[src/mrte_ram.sv]
// Generic single-port-write, single-port-read RAM with registered read data.
module mrte_ram #(
    parameter int WIDTH = 32,
    parameter int DEPTH = 32
) (
    input  logic                     clk,
    input  logic                     wr_en,
    input  logic [$clog2(DEPTH)-1:0] wr_addr,
    input  logic [WIDTH-1:0]         wr_data,
    input  logic [$clog2(DEPTH)-1:0] rd_addr,
    output logic [WIDTH-1:0]         rd_data
);

    logic [WIDTH-1:0] mem [DEPTH];

    always_ff @(posedge clk)
    begin
        if (wr_en)
        begin
            mem[wr_addr] <= wr_data;
        end
        rd_data <= mem[rd_addr];
    end

endmodule
[config.mk]
export PLATFORM = sky130hd
export DESIGN_NAME = mrte_ram
export DESIGN_NICKNAME = d
export VERILOG_FILES = /design/src/mrte_ram.sv
export SDC_FILE = /design/constraint.sdc
export NUM_CORES = 1
export LEC_CHECK = 0
export BUFFER_PORTS_ARGS = -buffer_cell sky130_fd_sc_hd__buf_2
export CAP_MARGIN = 25
export CORE_UTILIZATION = 40
export DETAILED_ROUTE_END_ITERATION = 6
export PLACE_DENSITY_LB_ADDON = 0.08
export SYNTH_ARGS = -nofsm -noshare
export SYNTH_HDL_FRONTEND = slang
export SYNTH_SLANG_ARGS = --single-unit
[constraint.sdc]
create_clock -name clk -period 8.6 [get_ports clk]
set_input_delay 0.86 -clock clk [delete_from_list [all_inputs] [get_ports clk]]
set_output_delay 0.86 -clock clk [all_outputs]
set_load 0.03 [all_outputs]
==> impl_metrics.yaml <==
timing:
  tightest_slew_ns: 1.10
  finalHoldViolations: 0
  fmax_ghz: 0.313
  setup_slack_ns: 5.40
  finalClockSkew_ns: 0.00921
  rsz0062_at_grt: "no"
  post-route-min-period_ns: 3.20
  fin_crit_sh_pct: 37.2
  maxSlewHeadroom_pct: 26.8
  setup_tns_ns: 0
  setup_viol: 0
  timing_max_transition_violations_final: 0
detailed_routing:
  drc: 0
  ant_nets: 0
  wl_per_cell_um: 29.7
  drt-vias-per-instance: 5.54
  vias: 20857
  totalWireLength_um: 112000
  first_pass_iters: 5
  drt-initial-drc-count: 1816
synthesis:
  yosysMostFrequentCell: "edfxtp_1"
  yosys_register_bits: 1056
  syn_area_mm2: 0.0405
  synthArstFlopShare_pct: 0
  synth_edf_count: 1024
  synth.distinct_cells: 25
  synthCells: 2260
  synth_largest_area_cell: "edfxtp_1"
  synth_common_cells: "edfxtp_1, mux2i_1, nand2_1, nand3_1"
  syn-num-nets: 2304
  synth_top_area_share_pct: 76.0
  ys_warn_count: 0
  ys_seq_area_share_pct: 77.5
  synth_ff_type: "edfxtp_1"
  yosys-top-cells-area: "edfxtp_1, mux2i_1, a22oi_1"
  avgSynthCellArea_um2: 17.9
worst_setup_path:
  reg2reg_from: "mem[1][16]$_DFFE_PP_"
  r2r-end: "rd_data[16]$_DFF_P_"
  rrSetupSlack_ns: 7.09
  cp_data_arrival_time_ns: 3.75
  worstSetupPathType: "input port to flop"
  critPathRequiredTime_ns: 9.15
  cp_max_fo: 55
  start_kind: "input port"
  crit_path_end_kind: "flop"
  r2r_cells: 5
hold_path:
  holdPathStages: 4
  min-delay-start: "mem[16][27]$_DFFE_PP_"
  hold_end: "rd_data[27]$_DFF_P_"
  hold_class: "flop to flop"
placed_design:
  gp_congestion: 0.748
  io_buffers: 75
  dpl.hpwl_um: 55900
  place_ws_ns: 4.76
clock_network:
  root_buffer: "clkbuf_16"
  htreeDepth: 3
  holdBufCountCts: 0
  path_clk_slew_ns: 0.06
  clk_latency_ns: 0.67
  clk_path_buf_depth: 3
  cts_tree: "yes"
  numCtsBuffers: 111
  post_cts_resized: 0
  cts_setup_buffers: 0
  cts_sinks: 1056
die:
  initial_utilization_pct: 40.4
  die_h_um: 320
  core_area_mm2: 0.100
  fp-row-count: 116
  die-area_mm2: 0.102
  dieWidth_um: 320
  boundaryPins: 76
cells_and_area:
  multiInputGateArea_mm2: 0.00862
  seq_area_mm2: 0.0314
  drive_above_1_share_pct: 13.6
  finalNetCount: 2413
  syn_to_final_growth_pct: 14.1
  n_fill_cell: 8537
grt:
  grt_pass1_wl_um: 158000
  antenna_found_initial: 4
  first_global_vias: 21223
  grt_max_degree: 129
  track_usage_pct: 21.8
  grt.overflow.total: 0
run_status:
  status: "complete, no violations"
pwr:
  power-per-cell-area_mw_per_mm2: 242
  power.total_mw: 11.2
  irDropWorstVdd_mv: 0.151
  p_leak_nw: 16.0
run:
  drv_cap: 0
==> sequential cells by signal, indices dropped and copies added, names as in the netlist <==
signal / flops
mem: 1024
rd_data: 32
==> per-layer routing <==
| metal | track usage (%) | wire [um] | vias to the layer above |
|---|---|---|---|
| met5 | 0 | 0 | - |
| li1 | - | - | 9211 |
| met2 | 36.1 | 54500 | 499 |
| met4 | 6.17 | 2520 | 0 |
| met3 | 3.00 | 5150 | 130 |
| met1 | 30.1 | 49600 | 11017 |
==> critical path, stage by stage <==
cell and delay, ns:
buf_8 0.43, buf_4 0.82, buf_4 0.65, mux2i_1 0.29
a22o_1 0.18, nor3_1 0.05, a31oi_1 0.19, nand3_1 0.08
==> per-stage QoR <==
stage	hold WS, ns	instance area (um2)	util, %	cells
floorplan	0.553	40500	-	2260
global placement	0.577	42400	42.4	3554
detailed placement	0.597	42400	42.4	3554
CTS	0.610	46200	46.1	3765
global route	0.650	46200	46.1	3766
finish	0.608	46200	46.1	3767
==> logic make-up (layout without fill, tap and decap cells) <==
kind of cell           count (synthesis)  in the layout  synth area share (%)
other                                  0              2                     0
flip-flops                          1056           1056                  77.5
AND/OR/NAND/NOR                      277            277                  3.10
multiplexers                         512            512                  12.7
buffers and inverters                127            334                  1.86
AO/OA/AOI/OAI                        288            288                  4.85
==> report_power, final <==
part           switching, mW  internal [mW]  leakage (nW)
clock network           1.95           2.91          1.84
registers             0.0307           5.72          9.49
logic                  0.401          0.167          4.66
==> worst max-delay path by stage <==
stage | startpoint | endpoint | slack [ns] | depth (start not counted)
after CTS | rd_addr[2] | rd_data[25]$_DFF_P_ | 5.47 | 6
after floorplan | wr_addr[1] | mem[12][0]$_DFFE_PP_ | 5.31 | 3
after detailed placement | rd_addr[2] | rd_data[25]$_DFF_P_ | 4.76 | 6
after global placement | rd_addr[0] | rd_data[27]$_DFF_P_ | 4.76 | 8
after global routing | rd_addr[0] | rd_data[26]$_DFF_P_ | 5.30 | 8
final | rd_addr[0] | rd_data[26]$_DFF_P_ | 5.40 | 8
==> cell type report <==
type	instances	area share [%]
tap	1298	3.52
clock buffer	169	7.17
multi-input combinational	1077	18.7
antenna	2	0.0108
sequential	1056	68.0
timing repair buffer	123	1.72
clock inverter	42	0.954
==> layout by cell type, fill, tap and decap left out, types with 5 or more instances in the layout <==
| master | Yosys | final |
|---|---|---|
| edfxtp_1 | 1024 | 1024 |
| mux2i_1 | 512 | 512 |
| clkbuf_16 | 0 | 115 |
| nand3_1 | 98 | 98 |
| nand2_1 | 98 | 97 |
| a22oi_1 | 96 | 96 |
| a21oi_1 | 96 | 96 |
| buf_2 | 26 | 74 |
| a22o_1 | 64 | 64 |
| buf_4 | 33 | 44 |
| nor2_4 | 0 | 33 |
| nor3_1 | 32 | 32 |
| a31oi_1 | 32 | 32 |
| dfxtp_1 | 32 | 32 |
| clkbuf_1 | 46 | 31 |
| clkbuf_8 | 0 | 23 |
| clkinv_2 | 0 | 16 |
| clkinv_1 | 0 | 11 |
| bufinv_16 | 0 | 9 |
| nand3b_1 | 5 | 5 |
Note: power is estimated with default switching activity, not from simulation.
